File: config.mk
export PLATFORM = sky130hd
export DESIGN_NAME = dram_row_buffer_timing_unit_flat
export DESIGN_NICKNAME = d
export VERILOG_FILES = /design/src/design/drbt_pkg.sv /design/src/design/drbt_req_if.sv /design/src/design/drbt_rsp_if.sv /design/src/design/drbt_front.sv /design/src/design/drbt_queue.sv /design/src/design/drbt_back.sv /design/src/design/dram_row_buffer_timing_unit.sv /design/src/flat_wrapper.sv
export SDC_FILE = /design/constraint.sdc
export NUM_CORES = 2
export LEC_CHECK = 0
export ABC_CLOCK_PERIOD_IN_PS = 6400
export BUFFER_PORTS_ARGS = -buffer_cell sky130_fd_sc_hd__buf_2
export CAP_MARGIN = 20
export CORE_ASPECT_RATIO = 0.6
export CORE_MARGIN = 1
export CORE_UTILIZATION = 55
export DETAILED_ROUTE_END_ITERATION = 12
export HOLD_SLACK_MARGIN = 0.15
export PLACE_DENSITY = 0.74
export SETUP_SLACK_MARGIN = 0.5
export SLEW_MARGIN = 20
export SYNTH_ARGS = -nofsm -noshare
export SYNTH_HDL_FRONTEND = slang
export SYNTH_SLANG_ARGS = --single-unit
File: constraint.sdc
create_clock -name clk -period 6.4 [get_ports clk]
set_input_delay 0.96 -clock clk [delete_from_list [all_inputs] [get_ports clk]]
set_output_delay 0.96 -clock clk [all_outputs]
set_load 0.02 [all_outputs]
File: src/design/drbt_pkg.sv
package drbt_pkg;

	// Fixed widths of the access and result fields.
	localparam int LINE_ADDR_W = 40;
	localparam int BANK_NUM_W  = 4;
	localparam int DELAY_W     = 10;
	localparam int TIMING_W    = 8;
	localparam int SHIFT_W     = 4;
	localparam int CNT_W       = 48;
	localparam int SUM_W       = 58;

	localparam logic [CNT_W-1:0] CNT_MAX = {CNT_W{1'b1}};
	localparam logic [SUM_W-1:0] SUM_MAX = {SUM_W{1'b1}};

	// Address bits consumed by one divider step.
	localparam int DIV_STEP = 8;

	// Depth of the queue between the front end and the back end.
	localparam int QUEUE_DEPTH = 4;

	// Register file layout.
	localparam int APB_DATA_W = 32;
	localparam int PADDR_W    = 5;
	localparam int REG_IDX_W  = 3;

	localparam logic [REG_IDX_W-1:0] REG_FIXED_MODE  = 3'd0;
	localparam logic [REG_IDX_W-1:0] REG_PAGE_POLICY = 3'd1;
	localparam logic [REG_IDX_W-1:0] REG_LINE_OFFSET = 3'd2;
	localparam logic [REG_IDX_W-1:0] REG_FIXED_DELAY = 3'd3;
	localparam logic [REG_IDX_W-1:0] REG_ACT_DELAY   = 3'd4;
	localparam logic [REG_IDX_W-1:0] REG_CAS_DELAY   = 3'd5;
	localparam logic [REG_IDX_W-1:0] REG_PRE_DELAY   = 3'd6;
	localparam logic [REG_IDX_W-1:0] REG_BUS_DELAY   = 3'd7;

	// Outcome classes.
	localparam logic [1:0] OUTCOME_HIT      = 2'd0;
	localparam logic [1:0] OUTCOME_CONFLICT = 2'd1;
	localparam logic [1:0] OUTCOME_EMPTY    = 2'd2;
	localparam logic [1:0] OUTCOME_CLOSE    = 2'd3;

	typedef struct packed {
		logic                fixed_mode;
		logic                page_policy;
		logic [SHIFT_W-1:0]  line_offset_bits;
		logic [DELAY_W-1:0]  fixed_delay;
		logic [TIMING_W-1:0] act_delay;
		logic [TIMING_W-1:0] cas_delay;
		logic [TIMING_W-1:0] pre_delay;
		logic [TIMING_W-1:0] bus_delay;
	} drbt_cfg_t;

	localparam drbt_cfg_t CFG_RESET = '{
		fixed_mode:       1'b1,
		page_policy:      1'b0,
		line_offset_bits: 4'd4,
		fixed_delay:      10'd100,
		act_delay:        8'd45,
		cas_delay:        8'd45,
		pre_delay:        8'd45,
		bus_delay:        8'd10
	};

endpackage

File: src/design/drbt_req_if.sv
interface drbt_req_if import drbt_pkg::*; ();
	logic                   valid;
	logic                   ready;
	logic [LINE_ADDR_W-1:0] line_address;
	logic                   is_write;

	modport source (output valid, output line_address, output is_write, input ready);
	modport sink (input valid, input line_address, input is_write, output ready);
endinterface

File: src/design/drbt_rsp_if.sv
interface drbt_rsp_if import drbt_pkg::*; ();
	logic                  valid;
	logic                  ready;
	logic [DELAY_W-1:0]    access_delay;
	logic [1:0]            outcome;
	logic [BANK_NUM_W-1:0] bank_number;
	logic [CNT_W-1:0]      read_count;
	logic [SUM_W-1:0]      read_delay_total;
	logic [CNT_W-1:0]      write_count;
	logic [SUM_W-1:0]      write_delay_total;

	modport source (output valid, output access_delay, output outcome, output bank_number,
		output read_count, output read_delay_total, output write_count,
		output write_delay_total, input ready);
	modport sink (input valid, input access_delay, input outcome, input bank_number,
		input read_count, input read_delay_total, input write_count,
		input write_delay_total, output ready);
endinterface

File: src/design/drbt_front.sv
module drbt_front import drbt_pkg::*; #(
	parameter int BANKS  = 16,
	parameter int ADDR_W = 40,
	parameter int BANK_W = 4,
	parameter int ROW_W  = 36
) (
	input  logic              clk,
	input  logic              arst_n,
	drbt_req_if.sink          req,
	input  drbt_cfg_t         cfg,
	output logic              push_valid,
	input  logic              push_ready,
	output logic [BANK_W-1:0] push_bank,
	output logic [ROW_W-1:0]  push_row,
	output logic              push_write
);

	localparam bit POW2   = ((BANKS & (BANKS - 1)) == 0);
	localparam int NSTEP  = (ADDR_W + DIV_STEP - 1) / DIV_STEP;
	localparam int DIV_W  = NSTEP * DIV_STEP;
	localparam int STEP_W = $clog2(NSTEP + 1);
	localparam int R_W    = BANK_W + 1;

	logic              full_q;
	logic [STEP_W-1:0] cnt_q;
	logic [DIV_W-1:0]  work_q;
	logic [BANK_W-1:0] rem_q;
	logic              wr_q;

	logic [ADDR_W-1:0] addr_in;
	logic [ADDR_W-1:0] addr_sh;
	logic [DIV_W-1:0]  step_work;
	logic [BANK_W-1:0] step_rem;
	logic              done;
	logic              accept;
	logic              stepping;

	assign addr_in = req.line_address[ADDR_W-1:0];
	assign addr_sh = cfg.fixed_mode ? addr_in : (addr_in >> cfg.line_offset_bits);

	assign done     = full_q && (cnt_q == '0);
	assign stepping = full_q && (cnt_q != '0);
	assign req.ready = !full_q || (done && push_ready);
	assign accept    = req.valid && req.ready;

	// Restoring division by the bank count, several quotient bits per cycle.
	// The work word shifts left; quotient bits enter at its low end.
	always_comb begin
		logic [R_W-1:0]   r;
		logic [DIV_W-1:0] w;
		r = {1'b0, rem_q};
		w = work_q;
		for (int i = 0; i < DIV_STEP; i++) begin
			r = {r[BANK_W-1:0], w[DIV_W-1]};
			w = {w[DIV_W-2:0], 1'b0};
			if (r >= R_W'(BANKS)) begin
				r = r - R_W'(BANKS);
				w[0] = 1'b1;
			end
		end
		step_work = w;
		step_rem  = r[BANK_W-1:0];
	end

	always_ff @(posedge clk or negedge arst_n) begin
		if (!arst_n) begin
			full_q <= 1'b0;
			cnt_q  <= '0;
		end else if (accept) begin
			full_q <= 1'b1;
			cnt_q  <= POW2 ? '0 : STEP_W'(NSTEP);
		end else if (stepping) begin
			cnt_q <= cnt_q - 1'b1;
		end else if (done && push_ready) begin
			full_q <= 1'b0;
		end
	end

	always_ff @(posedge clk) begin
		if (accept) begin
			work_q <= DIV_W'(addr_sh);
			rem_q  <= '0;
			wr_q   <= req.is_write;
		end else if (stepping) begin
			work_q <= step_work;
			rem_q  <= step_rem;
		end
	end

	assign push_valid = done;
	assign push_bank  = POW2 ? work_q[BANK_W-1:0] : rem_q;
	assign push_row   = POW2 ? ROW_W'(work_q >> BANK_W) : work_q[ROW_W-1:0];
	assign push_write = wr_q;

endmodule

File: src/design/drbt_queue.sv
module drbt_queue #(
	parameter int WIDTH = 8,
	parameter int DEPTH = 4
) (
	input  logic             clk,
	input  logic             arst_n,
	input  logic             in_valid,
	output logic             in_ready,
	input  logic [WIDTH-1:0] in_data,
	output logic             out_valid,
	input  logic             out_ready,
	output logic [WIDTH-1:0] out_data
);

	localparam int PTR_W = (DEPTH > 1) ? $clog2(DEPTH) : 1;
	localparam int CNT_W = $clog2(DEPTH + 1);

	logic [WIDTH-1:0] slot_q [DEPTH];
	logic [PTR_W-1:0] wptr_q;
	logic [PTR_W-1:0] rptr_q;
	logic [CNT_W-1:0] count_q;
	logic             push;
	logic             pop;

	assign in_ready  = (count_q != CNT_W'(DEPTH));
	assign out_valid = (count_q != '0);
	assign push      = in_valid && in_ready;
	assign pop       = out_valid && out_ready;
	assign out_data  = slot_q[rptr_q];

	always_ff @(posedge clk or negedge arst_n) begin
		if (!arst_n) begin
			wptr_q  <= '0;
			rptr_q  <= '0;
			count_q <= '0;
		end else begin
			if (push) begin
				wptr_q <= (wptr_q == PTR_W'(DEPTH - 1)) ? '0 : wptr_q + 1'b1;
			end
			if (pop) begin
				rptr_q <= (rptr_q == PTR_W'(DEPTH - 1)) ? '0 : rptr_q + 1'b1;
			end
			if (push && !pop) begin
				count_q <= count_q + 1'b1;
			end else if (pop && !push) begin
				count_q <= count_q - 1'b1;
			end
		end
	end

	always_ff @(posedge clk) begin
		if (push) begin
			slot_q[wptr_q] <= in_data;
		end
	end

endmodule

File: src/design/drbt_back.sv
module drbt_back import drbt_pkg::*; #(
	parameter int BANKS  = 16,
	parameter int BANK_W = 4,
	parameter int ROW_W  = 36
) (
	input  logic              clk,
	input  logic              arst_n,
	input  drbt_cfg_t         cfg,
	input  logic              pop_valid,
	output logic              pop_ready,
	input  logic [BANK_W-1:0] pop_bank,
	input  logic [ROW_W-1:0]  pop_row,
	input  logic              pop_write,
	drbt_rsp_if.source        rsp
);

	logic [ROW_W-1:0]  row_mem [BANKS];
	logic [ROW_W-1:0]  mem_rd_q;
	logic [BANKS-1:0]  open_q;

	logic              vld_s1;
	logic [BANK_W-1:0] bank_s1;
	logic [ROW_W-1:0]  row_s1;
	logic              wr_s1;
	logic              byp_s1;
	logic [ROW_W-1:0]  prev_row_q;

	logic [CNT_W-1:0]  rd_cnt_q;
	logic [SUM_W-1:0]  rd_sum_q;
	logic [CNT_W-1:0]  wr_cnt_q;
	logic [SUM_W-1:0]  wr_sum_q;

	logic              out_vld_q;
	logic [DELAY_W-1:0] out_delay_q;
	logic [1:0]        out_outcome_q;
	logic [BANK_W-1:0] out_bank_q;

	logic              fire;
	logic              load;
	logic [ROW_W-1:0]  open_row;
	logic              bank_open;
	logic              row_match;
	logic [DELAY_W-1:0] d_cb;
	logic [DELAY_W-1:0] d_acb;
	logic [DELAY_W-1:0] d_pacb;
	logic [DELAY_W-1:0] delay;
	logic [1:0]        outcome;
	logic              next_open;
	logic [CNT_W-1:0]  cnt_sel;
	logic [SUM_W-1:0]  sum_sel;
	logic [CNT_W-1:0]  cnt_next;
	logic [SUM_W:0]    sum_wide;
	logic [SUM_W-1:0]  sum_next;

	assign fire      = vld_s1 && (!out_vld_q || rsp.ready);
	assign pop_ready = !vld_s1 || fire;
	assign load      = pop_valid && pop_ready;

	// A bank written in the cycle its successor was read returns the old
	// row from the memory, so the row just written is forwarded instead.
	assign open_row  = byp_s1 ? prev_row_q : mem_rd_q;
	assign bank_open = open_q[bank_s1];
	assign row_match = bank_open && (open_row == row_s1);

	assign d_cb   = DELAY_W'(cfg.cas_delay) + DELAY_W'(cfg.bus_delay);
	assign d_acb  = d_cb + DELAY_W'(cfg.act_delay);
	assign d_pacb = d_acb + DELAY_W'(cfg.pre_delay);

	always_comb begin
		if (cfg.fixed_mode || !cfg.page_policy) begin
			outcome = row_match ? OUTCOME_HIT : (bank_open ? OUTCOME_CONFLICT : OUTCOME_EMPTY);
		end else begin
			outcome = OUTCOME_CLOSE;
		end
		if (cfg.fixed_mode) begin
			delay = cfg.fixed_delay;
		end else begin
			case (outcome)
				OUTCOME_HIT:      delay = d_cb;
				OUTCOME_CONFLICT: delay = d_pacb;
				default:          delay = d_acb;
			endcase
		end
		next_open = cfg.fixed_mode || !cfg.page_policy;
	end

	// Saturating statistics; only the counters of the access direction move.
	assign cnt_sel  = wr_s1 ? wr_cnt_q : rd_cnt_q;
	assign sum_sel  = wr_s1 ? wr_sum_q : rd_sum_q;
	assign cnt_next = (cnt_sel == CNT_MAX) ? cnt_sel : cnt_sel + 1'b1;
	assign sum_wide = {1'b0, sum_sel} + (SUM_W + 1)'(delay);
	assign sum_next = (sum_wide > {1'b0, SUM_MAX}) ? SUM_MAX : sum_wide[SUM_W-1:0];

	always_ff @(posedge clk) begin
		if (fire) begin
			row_mem[bank_s1] <= row_s1;
		end
		if (load) begin
			mem_rd_q <= row_mem[pop_bank];
		end
	end

	always_ff @(posedge clk or negedge arst_n) begin
		if (!arst_n) begin
			vld_s1    <= 1'b0;
			open_q    <= '0;
			rd_cnt_q  <= '0;
			rd_sum_q  <= '0;
			wr_cnt_q  <= '0;
			wr_sum_q  <= '0;
			out_vld_q <= 1'b0;
		end else begin
			if (load) begin
				vld_s1 <= 1'b1;
			end else if (fire) begin
				vld_s1 <= 1'b0;
			end
			if (fire) begin
				open_q[bank_s1] <= next_open;
				if (wr_s1) begin
					wr_cnt_q <= cnt_next;
					wr_sum_q <= sum_next;
				end else begin
					rd_cnt_q <= cnt_next;
					rd_sum_q <= sum_next;
				end
				out_vld_q <= 1'b1;
			end else if (rsp.ready) begin
				out_vld_q <= 1'b0;
			end
		end
	end

	always_ff @(posedge clk) begin
		if (load) begin
			bank_s1 <= pop_bank;
			row_s1  <= pop_row;
			wr_s1   <= pop_write;
			byp_s1  <= fire && (bank_s1 == pop_bank);
		end
		if (fire) begin
			prev_row_q    <= row_s1;
			out_delay_q   <= delay;
			out_outcome_q <= outcome;
			out_bank_q    <= bank_s1;
		end
	end

	assign rsp.valid             = out_vld_q;
	assign rsp.access_delay      = out_delay_q;
	assign rsp.outcome           = out_outcome_q;
	assign rsp.bank_number       = BANK_NUM_W'(out_bank_q);
	assign rsp.read_count        = rd_cnt_q;
	assign rsp.read_delay_total  = rd_sum_q;
	assign rsp.write_count       = wr_cnt_q;
	assign rsp.write_delay_total = wr_sum_q;

endmodule

File: src/design/dram_row_buffer_timing_unit.sv
// DRAM row-buffer timing unit. Each request beat carries a line address and a
// read/write flag; each response beat returns the delay charged for that access,
// its outcome (row hit, row conflict, bank empty or close-page access), the
// bank it selected and the saturating read/write counts and delay sums after
// it. The address is split into bank (modulo BANKS) and row (quotient); in
// row-buffer mode it is first shifted right by line_offset_bits. When BANKS is
// a power of two the split is a bit select and the unit sustains one access
// per cycle unless the response port stalls. Otherwise the front end divides
// by BANKS eight address bits per cycle and takes no new request until it is
// done; the back end still retires one access per cycle unless the response
// port stalls. A request with no division passes the front-end, queue,
// back-end stage and output registers. The open rows live in a small row
// memory with a registered read; open flags are flops cleared by reset, so
// no clearing pass is needed. Registers sit on an APB port at byte address
// 4*index and must be written only while no access is in flight.
module dram_row_buffer_timing_unit import drbt_pkg::*; #(
	parameter int BANKS        = 16,
	parameter int ADDRESS_BITS = 40
) (
	input  logic                  clk,
	input  logic                  arst_n,
	input  logic                  psel,
	input  logic                  penable,
	input  logic                  pwrite,
	input  logic [PADDR_W-1:0]    paddr,
	input  logic [APB_DATA_W-1:0] pwdata,
	output logic [APB_DATA_W-1:0] prdata,
	output logic                  pready,
	drbt_req_if.sink              req,
	drbt_rsp_if.source            rsp
);

	// Only the low 40 address bits ever reach the split.
	localparam int ADDR_W    = (ADDRESS_BITS < LINE_ADDR_W) ? ADDRESS_BITS : LINE_ADDR_W;
	localparam int BANK_W    = $clog2(BANKS);
	localparam int FLOOR_LOG = $clog2(BANKS + 1) - 1;
	localparam int ROW_W     = ADDR_W - FLOOR_LOG;
	localparam int ENT_W     = BANK_W + ROW_W + 1;

	drbt_cfg_t             cfg_q;
	logic                  cfg_wr;
	logic [REG_IDX_W-1:0]  reg_idx;

	logic                  fe_valid;
	logic                  fe_ready;
	logic [BANK_W-1:0]     fe_bank;
	logic [ROW_W-1:0]      fe_row;
	logic                  fe_write;
	logic                  be_valid;
	logic                  be_ready;
	logic [ENT_W-1:0]      be_data;

	// Register file. pready is tied high, so every access completes in the
	// access phase.
	assign pready  = 1'b1;
	assign cfg_wr  = psel && penable && pwrite && pready;
	assign reg_idx = paddr[PADDR_W-1:2];

	always_ff @(posedge clk or negedge arst_n) begin
		if (!arst_n) begin
			cfg_q <= CFG_RESET;
		end else if (cfg_wr) begin
			case (reg_idx)
				REG_FIXED_MODE:  cfg_q.fixed_mode       <= pwdata[0];
				REG_PAGE_POLICY: cfg_q.page_policy      <= pwdata[0];
				REG_LINE_OFFSET: cfg_q.line_offset_bits <= pwdata[SHIFT_W-1:0];
				REG_FIXED_DELAY: cfg_q.fixed_delay      <= pwdata[DELAY_W-1:0];
				REG_ACT_DELAY:   cfg_q.act_delay        <= pwdata[TIMING_W-1:0];
				REG_CAS_DELAY:   cfg_q.cas_delay        <= pwdata[TIMING_W-1:0];
				REG_PRE_DELAY:   cfg_q.pre_delay        <= pwdata[TIMING_W-1:0];
				REG_BUS_DELAY:   cfg_q.bus_delay        <= pwdata[TIMING_W-1:0];
				default: ;
			endcase
		end
	end

	always_comb begin
		case (reg_idx)
			REG_FIXED_MODE:  prdata = APB_DATA_W'(cfg_q.fixed_mode);
			REG_PAGE_POLICY: prdata = APB_DATA_W'(cfg_q.page_policy);
			REG_LINE_OFFSET: prdata = APB_DATA_W'(cfg_q.line_offset_bits);
			REG_FIXED_DELAY: prdata = APB_DATA_W'(cfg_q.fixed_delay);
			REG_ACT_DELAY:   prdata = APB_DATA_W'(cfg_q.act_delay);
			REG_CAS_DELAY:   prdata = APB_DATA_W'(cfg_q.cas_delay);
			REG_PRE_DELAY:   prdata = APB_DATA_W'(cfg_q.pre_delay);
			REG_BUS_DELAY:   prdata = APB_DATA_W'(cfg_q.bus_delay);
			default:         prdata = '0;
		endcase
	end

	// The front end takes request beats and splits each address into bank
	// and row.
	drbt_front #(
		.BANKS  (BANKS),
		.ADDR_W (ADDR_W),
		.BANK_W (BANK_W),
		.ROW_W  (ROW_W)
	) u_front (
		.clk        (clk),
		.arst_n     (arst_n),
		.req        (req),
		.cfg        (cfg_q),
		.push_valid (fe_valid),
		.push_ready (fe_ready),
		.push_bank  (fe_bank),
		.push_row   (fe_row),
		.push_write (fe_write)
	);

	// The queue lets a stalled response port hold the back end without
	// stopping the front end at once.
	drbt_queue #(
		.WIDTH (ENT_W),
		.DEPTH (QUEUE_DEPTH)
	) u_queue (
		.clk       (clk),
		.arst_n    (arst_n),
		.in_valid  (fe_valid),
		.in_ready  (fe_ready),
		.in_data   ({fe_bank, fe_row, fe_write}),
		.out_valid (be_valid),
		.out_ready (be_ready),
		.out_data  (be_data)
	);

	// The back end looks up the bank, charges the delay, updates the open
	// row state and statistics and drives the response beat.
	drbt_back #(
		.BANKS  (BANKS),
		.BANK_W (BANK_W),
		.ROW_W  (ROW_W)
	) u_back (
		.clk       (clk),
		.arst_n    (arst_n),
		.cfg       (cfg_q),
		.pop_valid (be_valid),
		.pop_ready (be_ready),
		.pop_bank  (be_data[ENT_W-1 -: BANK_W]),
		.pop_row   (be_data[ROW_W:1]),
		.pop_write (be_data[0]),
		.rsp       (rsp)
	);

endmodule
File: src/flat_wrapper.sv
// flat-port wrapper written by rule: the top's interface ports become plain ports
module dram_row_buffer_timing_unit_flat import drbt_pkg::*;
#(
	parameter int BANKS        = 16,
	parameter int ADDRESS_BITS = 40
)
  (clk, arst_n, psel, penable, pwrite, paddr, pwdata, prdata, pready, req_valid, req_line_address, req_is_write, req_ready, rsp_valid, rsp_access_delay, rsp_outcome, rsp_bank_number, rsp_read_count, rsp_read_delay_total, rsp_write_count, rsp_write_delay_total, rsp_ready);
  drbt_req_if req_i ();
  drbt_rsp_if rsp_i ();
  input  logic clk;
  input  logic arst_n;
  input  logic psel;
  input  logic penable;
  input  logic pwrite;
  input  logic [PADDR_W-1:0] paddr;
  input  logic [APB_DATA_W-1:0] pwdata;
  output logic [APB_DATA_W-1:0] prdata;
  output logic pready;
  input wire logic [$bits(req_i.valid)-1:0] req_valid;
  input wire logic [$bits(req_i.line_address)-1:0] req_line_address;
  input wire logic [$bits(req_i.is_write)-1:0] req_is_write;
  output wire logic [$bits(req_i.ready)-1:0] req_ready;
  output wire logic [$bits(rsp_i.valid)-1:0] rsp_valid;
  output wire logic [$bits(rsp_i.access_delay)-1:0] rsp_access_delay;
  output wire logic [$bits(rsp_i.outcome)-1:0] rsp_outcome;
  output wire logic [$bits(rsp_i.bank_number)-1:0] rsp_bank_number;
  output wire logic [$bits(rsp_i.read_count)-1:0] rsp_read_count;
  output wire logic [$bits(rsp_i.read_delay_total)-1:0] rsp_read_delay_total;
  output wire logic [$bits(rsp_i.write_count)-1:0] rsp_write_count;
  output wire logic [$bits(rsp_i.write_delay_total)-1:0] rsp_write_delay_total;
  input wire logic [$bits(rsp_i.ready)-1:0] rsp_ready;
  assign req_i.valid = req_valid;
  assign req_i.line_address = req_line_address;
  assign req_i.is_write = req_is_write;
  assign req_ready = req_i.ready;
  assign rsp_valid = rsp_i.valid;
  assign rsp_access_delay = rsp_i.access_delay;
  assign rsp_outcome = rsp_i.outcome;
  assign rsp_bank_number = rsp_i.bank_number;
  assign rsp_read_count = rsp_i.read_count;
  assign rsp_read_delay_total = rsp_i.read_delay_total;
  assign rsp_write_count = rsp_i.write_count;
  assign rsp_write_delay_total = rsp_i.write_delay_total;
  assign rsp_i.ready = rsp_ready;
  dram_row_buffer_timing_unit #(.BANKS(BANKS), .ADDRESS_BITS(ADDRESS_BITS)) u_core (.clk(clk), .arst_n(arst_n), .psel(psel), .penable(penable), .pwrite(pwrite), .paddr(paddr), .pwdata(pwdata), .prdata(prdata), .pready(pready), .req(req_i), .rsp(rsp_i));
endmodule
# Word-level counts from Yosys, hierarchy flattened
# Memories as Yosys holds them, arrays and structs flattened. A register that Yosys moved wholly into a read port is not among the register bits.
# Cells that the tools add are included.
classes:
  magnitude_cmp: 11
  div: 0
  multipliers: 0
  reduce_logical: 44
  bitwise: 1
  n_shift: 1
  n_eq_ne: 15
  n_addsub: 18
  mux: 52
ops:
  columns: ["cell", "count"]
  rows:
  - ["one-hot mux 32 bit (8 select lines)", 1]
  - ["2-to-1 mux 40 bit", 3]
  - ["2-to-1 mux 58 bit", 2]
  - ["2-to-1 mux 48 bit", 2]
  - ["adder 58 x 10 -> 59 bit", 1]
  - ["greater-than comparator 59 x 58 -> 1 bit, second input constant", 1]
  - ["adder 48 x 1 -> 48 bit, second input constant", 1]
  - ["equality test 48 bit, second input constant", 1]
  - [">= comparator 5 bit, second input constant", 8]
  - ["right shift 40 x 4 -> 40 bit", 1]
  - ["equality test 36 bit", 1]
  - ["2-to-1 mux 36 bit", 1]
  - ["2-to-1 mux 4 bit", 8]
  - ["subtractor 4 x 1 -> 4 bit, second input constant", 8]
  - ["AND reduction 2 bit", 11]
  - ["2-to-1 mux 1 bit", 21]
  - ["one-hot mux 10 bit (2 select lines)", 1]
  - ["bitwise mux 16 bit", 1]
  - ["logical AND 1 bit", 13]
  - ["equality test 3 bit, second input constant", 4]
  - ["2-to-1 mux 3 bit", 4]
  - ["adder 10 x 8 -> 10 bit", 1]
  - ["adder 9 x 8 -> 10 bit", 1]
  - ["2-to-1 mux 10 bit", 1]
  - ["other kinds (23)", 45]
word_totals:
  out_inout_bits: 263
  rom_bits: 0
  ram_bits: 740
  elab_cells: 175
  latch_bits: 0
  n_memories: 2
  input_bits: 85
  reg_bits: 428
mem_list:
  columns: ["name", "words", "word_bits", "rd", "rd_clocked_by_memory_dff", "write_ports", "line", "source"]
  rows:
  - ["u_core.u_back.row_mem", 16, 36, 1, 1, 1, "drbt_back.sv:17", "logic [ROW_W-1:0] row_mem [BANKS];"]
  - ["u_core.u_queue.slot_q", 4, 41, 1, 0, 1, "drbt_queue.sv:18", "logic [WIDTH-1:0] slot_q [DEPTH];"]

# Longest topological paths before layout
logic_depth:
  word_depth: 18
  depth_mapped: 27
  ltp_nobuf: 26

# Cells and area by module
# A second synthesis with hierarchy kept.
hier_totals:
  cells_unflattened: 3400
  area_unflattened_um2: 53585.1
by_module_without_submodules:
  columns: ["mod", "seq_area_each_um2", "area_per_inst_um2", "n_inst", "cells_each"]
  rows:
  - ["drbt_back", 26955.9, 40427.5, 1, 2566]
  - ["drbt_queue", 5099.9, 6411.1, 1, 252]
  - ["drbt_front", 1411.4, 4226.6, 1, 392]
  - ["dram_row_buffer_timing_unit", 1224.9, 2519.9, 1, 190]

# Least setup slack after synthesis
# OpenSTA, ideal clock, no wires.
synth_timing:
  path_type: "input-to-reg"
  from: "in rsp_ready"
  to: "reg u_core.u_queue.count_q[1]"
  required_ns: 6.275
  setup_time_ns: 0.125
  n_path_buf: 0
  path_slack_ns: 0.049
  cell_stages: 7
  t_arrival_ns: 6.226
  path_cell_list: "nor2b_1 > a21oi_1 > inv_1 > ha_1 > inv_1 > fa_1 > mux2_2"
synth_between:
  elab_chain_cells: 7
  word_cells_on_any_way: 9
  classes_between: "mux: 1; reduce/logical: 8"
synth_rtl:
  columns: ["element", "line", "source"]
  rows:
  - ["from (decl)", "flat_wrapper.sv:31", "input wire logic [$bits(rsp_i.ready)-1:0] rsp_ready;"]
  - ["logical OR 1 bit (*)", "drbt_back.sv:55", "assign fire = vld_s1 && (!out_vld_q || rsp.ready);"]
  - ["logical AND 1 bit (*)", "drbt_back.sv:55", null]
  - ["logical OR 1 bit (*)", "drbt_back.sv:56", "assign pop_ready = !vld_s1 || fire;"]
  - ["logical AND 1 bit (*)", null, null]
  - ["named net u_core.u_back.load", "drbt_back.sv:39", "logic load;"]
  - ["logical NOT 1 bit", "drbt_queue.sv:43", "if (push && !pop) begin"]
  - ["logical AND 1 bit", "drbt_queue.sv:43", null]
  - ["2-to-1 mux 3 bit or nonzero test 2 bit (tied branches)", null, null]
  - ["to (signal assigned)", "drbt_queue.sv:44", "count_q <= count_q + 1'b1;"]
  - ["to (signal assigned)", "drbt_queue.sv:46", "count_q <= count_q - 1'b1;"]
  - ["to (decl)", "drbt_queue.sv:21", "logic [CNT_W-1:0] count_q;"]
# Mark *: on every way through the listed nets, which the timed path passes. The rest lies on a longest branch.
# A chain may end at the register's enable or synchronous reset.

# Worst setup path in the final report
layout_timing:
  from: "reg u_core.cfg_q[1] (netlist name)"
  to: "reg u_core.u_back.rd_sum_q[48], in the netlist u_core.u_back.rsp.read_delay_total[48]"
layout_between:
  elab_chain_cells: 8
layout_rtl:
  columns: ["element", "line", "source"]
  rows:
  - ["from (decl)", "dram_row_buffer_timing_unit.sv:40", "drbt_cfg_t cfg_q;"]
  - ["adder 8 x 8 -> 9 bit (*)", "drbt_back.sv:65", "assign d_cb = DELAY_W'(cfg.cas_delay) + DELAY_W'(cfg.bus_delay);"]
  - ["adder 9 x 8 -> 10 bit", "drbt_back.sv:66", "assign d_acb = d_cb + DELAY_W'(cfg.act_delay);"]
  - ["adder 10 x 8 -> 10 bit", "drbt_back.sv:67", "assign d_pacb = d_acb + DELAY_W'(cfg.pre_delay);"]
  - ["one-hot mux 10 bit (2 select lines) (*)", "drbt_back.sv:78", "case (outcome)"]
  - ["2-to-1 mux 10 bit (*)", "drbt_back.sv:75", "if (cfg.fixed_mode) begin"]
  - ["named net u_core.u_back.delay[8]", "drbt_back.sv:46", "logic [DELAY_W-1:0] delay;"]
  - ["adder 58 x 10 -> 59 bit (*)", "drbt_back.sv:91", "assign sum_wide = {1'b0, sum_sel} + (SUM_W + 1)'(delay);"]
  - ["greater-than comparator 59 x 58 -> 1 bit", "drbt_back.sv:92", "assign sum_next = (sum_wide > {1'b0, SUM_MAX}) ? SUM_MAX : sum_wide[SUM_W-1:0];"]
  - ["2-to-1 mux 58 bit (*)", "drbt_back.sv:92", null]
  - ["to (signal assigned)", "drbt_back.sv:125", "rd_sum_q <= sum_next;"]
  - ["to (decl)", "drbt_back.sv:29", "logic [SUM_W-1:0] rd_sum_q;"]
# Marked as above.

==> results.yml <==
run_status:
  outcome: "finished, final reports clean"
global_route:
  final_global_route_overflow_total: 0
  grt.total_usage: 0.286
  grt_start_max_net_pins: 147
  grt_pass1_wl_um: 209000
  grt_antenna_before_repair: 6
  via_count_of_the_first_global_routing_pass: 32200
hold_path:
  hold_class: "in -> async"
worst_setup_path:
  crit-reg2reg-capture: "u_core.u_back.rsp.read_delay_total[48]$_DFFE_PN0P_"
  critical_path_arrival_ns: 6.97
  critical_path.reg2reg.startpoint: "u_core.cfg_q[1]$_DFFE_PN1P_"
  critPathMaxStageDelay_ns: 0.56
  r2r.worst_path.cells: 28
  startpoint: "u_core.cfg_q[1]$_DFFE_PN1P_"
  crit_path_end: "u_core.u_back.rsp.read_delay_total[48]$_DFFE_PN0P_"
  setup.worst_path.start_class: "register"
  path_max_fanout: 7
  crit_top_cell: "sky130_fd_sc_hd__ha_4"
  criticalPathCategory: "reg -> reg"
  cp_data_required_time_ns: 7.01
  reg2reg_slack_ns: 0.04
  kind_of_end_point_of_the_critical_path: "register"
  critical-path-slowest-cell: "sky130_fd_sc_hd__dfstp_2"
timing:
  hold_viol: 0
  timing_max_transition_violations_final: 0
  final-setup-viol-count: 0
  period_share: 0.993
  post-route-min-period_ns: 6.36
  grt_setup_unrepaired: "yes"
  clock-skew-final_ns: 0.0561
  final_setup_margin_ns: 0.0432
  clock.fmax_mhz: 157
  relSlewSlack: 0.00615
  tightestPinTransition_ns: 1.49
die:
  ioPinCount: 348
  start_util: 0.555
  core_area_sq_mm: 0.0960
  die_x_um: 404
  fp.dieH_um: 243
  dieArea_sq_mm: 0.0982
  placement_rows: 88
drt:
  antenna_left: 0
  drt_first_iter_violations: 4831
  drc: 0
  wirelength_um: 145000
  viasPerCell: 6.46
  firstDrtPassIters: 9
  wl_per_cell_um: 27.5
  dr_total_vias: 34000
synthesis:
  combinational_family_with_the_most_area_after_synthesis: "multiplexers"
  yosys.cell_types.count: 94
  synthesized_instance_count: 3429
  synthSimpleGateAreaFrac: 0.0740
  synthXorXnorAreaFrac: 0.0278
  synth_fa_ha_area_frac: 0.0127
  yosysSeqAreaShare: 0.651
  synth-warning-count: 0
  synthesized_area_per_cell_sq_um: 15.5
  postSynth.asyncResetShare: 0.240
  synth.area.mux_share: 0.151
  syn_area_sq_mm: 0.0533
  ys_dominant_reg_cell: "sky130_fd_sc_hd__edfxtp_1"
  synth-edff-count: 911
  compound_gate_portion_of_the_synthesized_area: 0.0603
  ys_seq_elements: 1204
clock_tree:
  cts_made_buffers: 103
  tritoncts_sinks: 1204
  worstSkewPairLatency_ns: 0.74
  tritoncts: "yes"
  clk_pin_slew_worst_paths_ns: 0.07
  clk_root_buffer_cell: "sky130_fd_sc_hd__clkbuf_16"
  cts_htree_levels: 3
  ctsLongestPathBuffers: 3
pwr:
  p_total_uw: 30600
  peakVddDrop_v: 0.000483
  cellPowerDensity_mw_per_mm2: 487
  leakage_uw: 0.0231
placement:
  post-place-ws_ns: -0.145
  dp_hpwl_um: 86500
  finalWeightedCongestion: 0.964
  io_buffers: 300
job:
  cap_viol_max_count: 0
layout:
  layout_common_cells: "sky130_fd_sc_hd__edfxtp_1 (911), sky130_fd_sc_hd__buf_2 (299), sky130_fd_sc_hd__dfrtp_1 (266)"
  layout.nets: 3995
  proportion_of_layout_cells_with_a_drive_suffix_above_1: 0.323
  syn2layout_area_growth_pct: 17.8
  mostFrequentLayoutCell: "sky130_fd_sc_hd__edfxtp_1"
where the power goes:
group,leakage (uW),total (uW),internal [uW],switching (uW)
sequential,0.0122,12100,10900,1210
combinational,0.00928,11900,5200,6690
clock,0.00170,6590,3650,2940
repair_timing:
action                                  in CTS  in global routing
pin swaps                                   64                104
hold endpoints to repair                     0                  0
hold buffers                                 0                  0
endpoints found under the setup margin     116                116
gates resized for setup                    146                203
gates cloned                                 6                  2
setup buffers                               34                 34
layout make-up:
cell class                 count  area (sq um)
tap                         1305          1630
clock buffer                 122          2700
clock inverter                72           827
inverter                      49           184
sequential                  1204         34700
fill                        6496         33300
antenna                        2          5.00
timing repair buffer         507          3590
multi-input combinational   1994         19100
metrics by stage:
step / TNS, ns / hold slack (ns) / cells / utilization / area [sq um]
after global placement: 0 / 0.466 / 4980 / 0.591 / 56800
after detailed placement: -1.28 / 0.478 / 4980 / 0.591 / 56800
after global routing: -1.00 / 0.354 / 5254 / 0.654 / 62700
final: 0 / 0.285 / 5255 / 0.654 / 62800
after floorplan: 0 / 0.424 / 3450 / - / 53400
after CTS: 0 / 0.337 / 5214 / 0.639 / 61400
metal layers:
layer	global-route usage	vias up	wire (um)
met5	0	-	23
met3	0.0700	364	16600
met1	0.452	17300	61400
met4	0.0727	4	4510
met2	0.396	2115	62300
li1	-	14200	-
logic make-up after synthesis:
family,after synthesis
XOR/XNOR,169
AO/OA/AOI/OAI,499
flip-flops,1204
adder cells (fa/ha/maj),51
other,2
AND/OR/NAND/NOR,767
buffers and inverters,252
multiplexers,485
flip-flops by register name (all words and copies together) (netlist names), 2 cells and up:
register,flops
u_core.u_back.prev_row_q,36
u_core.u_back.rsp.outcome,2
u_core.u_back.bank_s1,4
u_core.u_front.cnt_q,3
u_core.u_back.rsp.access_delay,10
u_core.u_back.open_q,16
u_core.u_front.work_q,40
u_core.u_front.rem_q,4
u_core.u_back.rsp.bank_number,4
u_core.u_queue.slot_q,164
u_core.u_queue.rptr_q,2
u_core.u_back.row_mem,576
u_core.cfg_q,48
u_core.u_back.mem_rd_q,36
u_core.u_queue.wptr_q,2
u_core.u_back.rsp.read_count,48
u_core.u_back.rsp.write_delay_total,58
u_core.u_back.rsp.read_delay_total,58
u_core.u_queue.count_q,3
u_core.u_back.row_s1,36
u_core.u_back.rsp.write_count,48
how the worst min path moves through the flow:
stage | start | to | slack (ns) | cells past startpoint
after global placement | u_core.u_front.rem_q[0]$_SDFFE_PP0P_ | u_core.u_front.rem_q[0]$_SDFFE_PP0P_ | 0.47 | 2
after floorplan | u_core.u_back.bank_s1[1]$_DFFE_PP_ | u_core.u_back.rsp.bank_number[1]$_DFFE_PP_ | 0.42 | 0
after global routing | arst_n | u_core.u_back.rsp.read_count[44]$_DFFE_PN0P_ | 0.35 | 1
after detailed placement | u_core.u_back.rsp.read_count[18]$_DFFE_PN0P_ | u_core.u_back.rsp.read_count[18]$_DFFE_PN0P_ | 0.48 | 1
final | arst_n | u_core.u_back.rsp.read_count[44]$_DFFE_PN0P_ | 0.29 | 1
after CTS | arst_n | u_core.u_back.rsp.read_count[44]$_DFFE_PN0P_ | 0.34 | 1
synth_stat cells, types with 30 or more instances:
cell type | n | share of area
sky130_fd_sc_hd__mux4_2 | 246 | 0.10
sky130_fd_sc_hd__nor2_1 | 121 | 0.0085
sky130_fd_sc_hd__and2_1 | 30 | 0.0035
sky130_fd_sc_hd__nand2_1 | 235 | 0.017
sky130_fd_sc_hd__xnor2_1 | 118 | 0.019
sky130_fd_sc_hd__a31oi_1 | 39 | 0.0046
sky130_fd_sc_hd__o21ai_1 | 42 | 0.0039
sky130_fd_sc_hd__dfrtp_1 | 270 | 0.13
sky130_fd_sc_hd__o21ai_0 | 120 | 0.011
sky130_fd_sc_hd__inv_1 | 49 | 0.0035
sky130_fd_sc_hd__mux2i_1 | 146 | 0.027
sky130_fd_sc_hd__a21oi_1 | 114 | 0.011
sky130_fd_sc_hd__ha_1 | 46 | 0.011
sky130_fd_sc_hd__edfxtp_1 | 911 | 0.51
sky130_fd_sc_hd__nor3_1 | 49 | 0.0046
sky130_fd_sc_hd__nand3_1 | 112 | 0.011
sky130_fd_sc_hd__xor2_1 | 51 | 0.0084
sky130_fd_sc_hd__mux2_2 | 93 | 0.020
sky130_fd_sc_hd__clkbuf_1 | 106 | 0.0075
sky130_fd_sc_hd__nand3b_1 | 46 | 0.0065
sky130_fd_sc_hd__a211oi_1 | 36 | 0.0051
sky130_fd_sc_hd__and3_1 | 33 | 0.0039
critical path, delay by kind of cell (launching register included):
family / cells / cell delay (ns)
DFF: 1 / 0.56
adders and majority gates: 4 / 1.04
xor gates and xnor gates: 2 / 0.36
and+or+nand+nor: 7 / 1.51
AOI/OAI and AO/OA: 13 / 2.38
buffers and inverters: 2 / 0.36
Note: power is estimated with default switching activity, not from simulation.
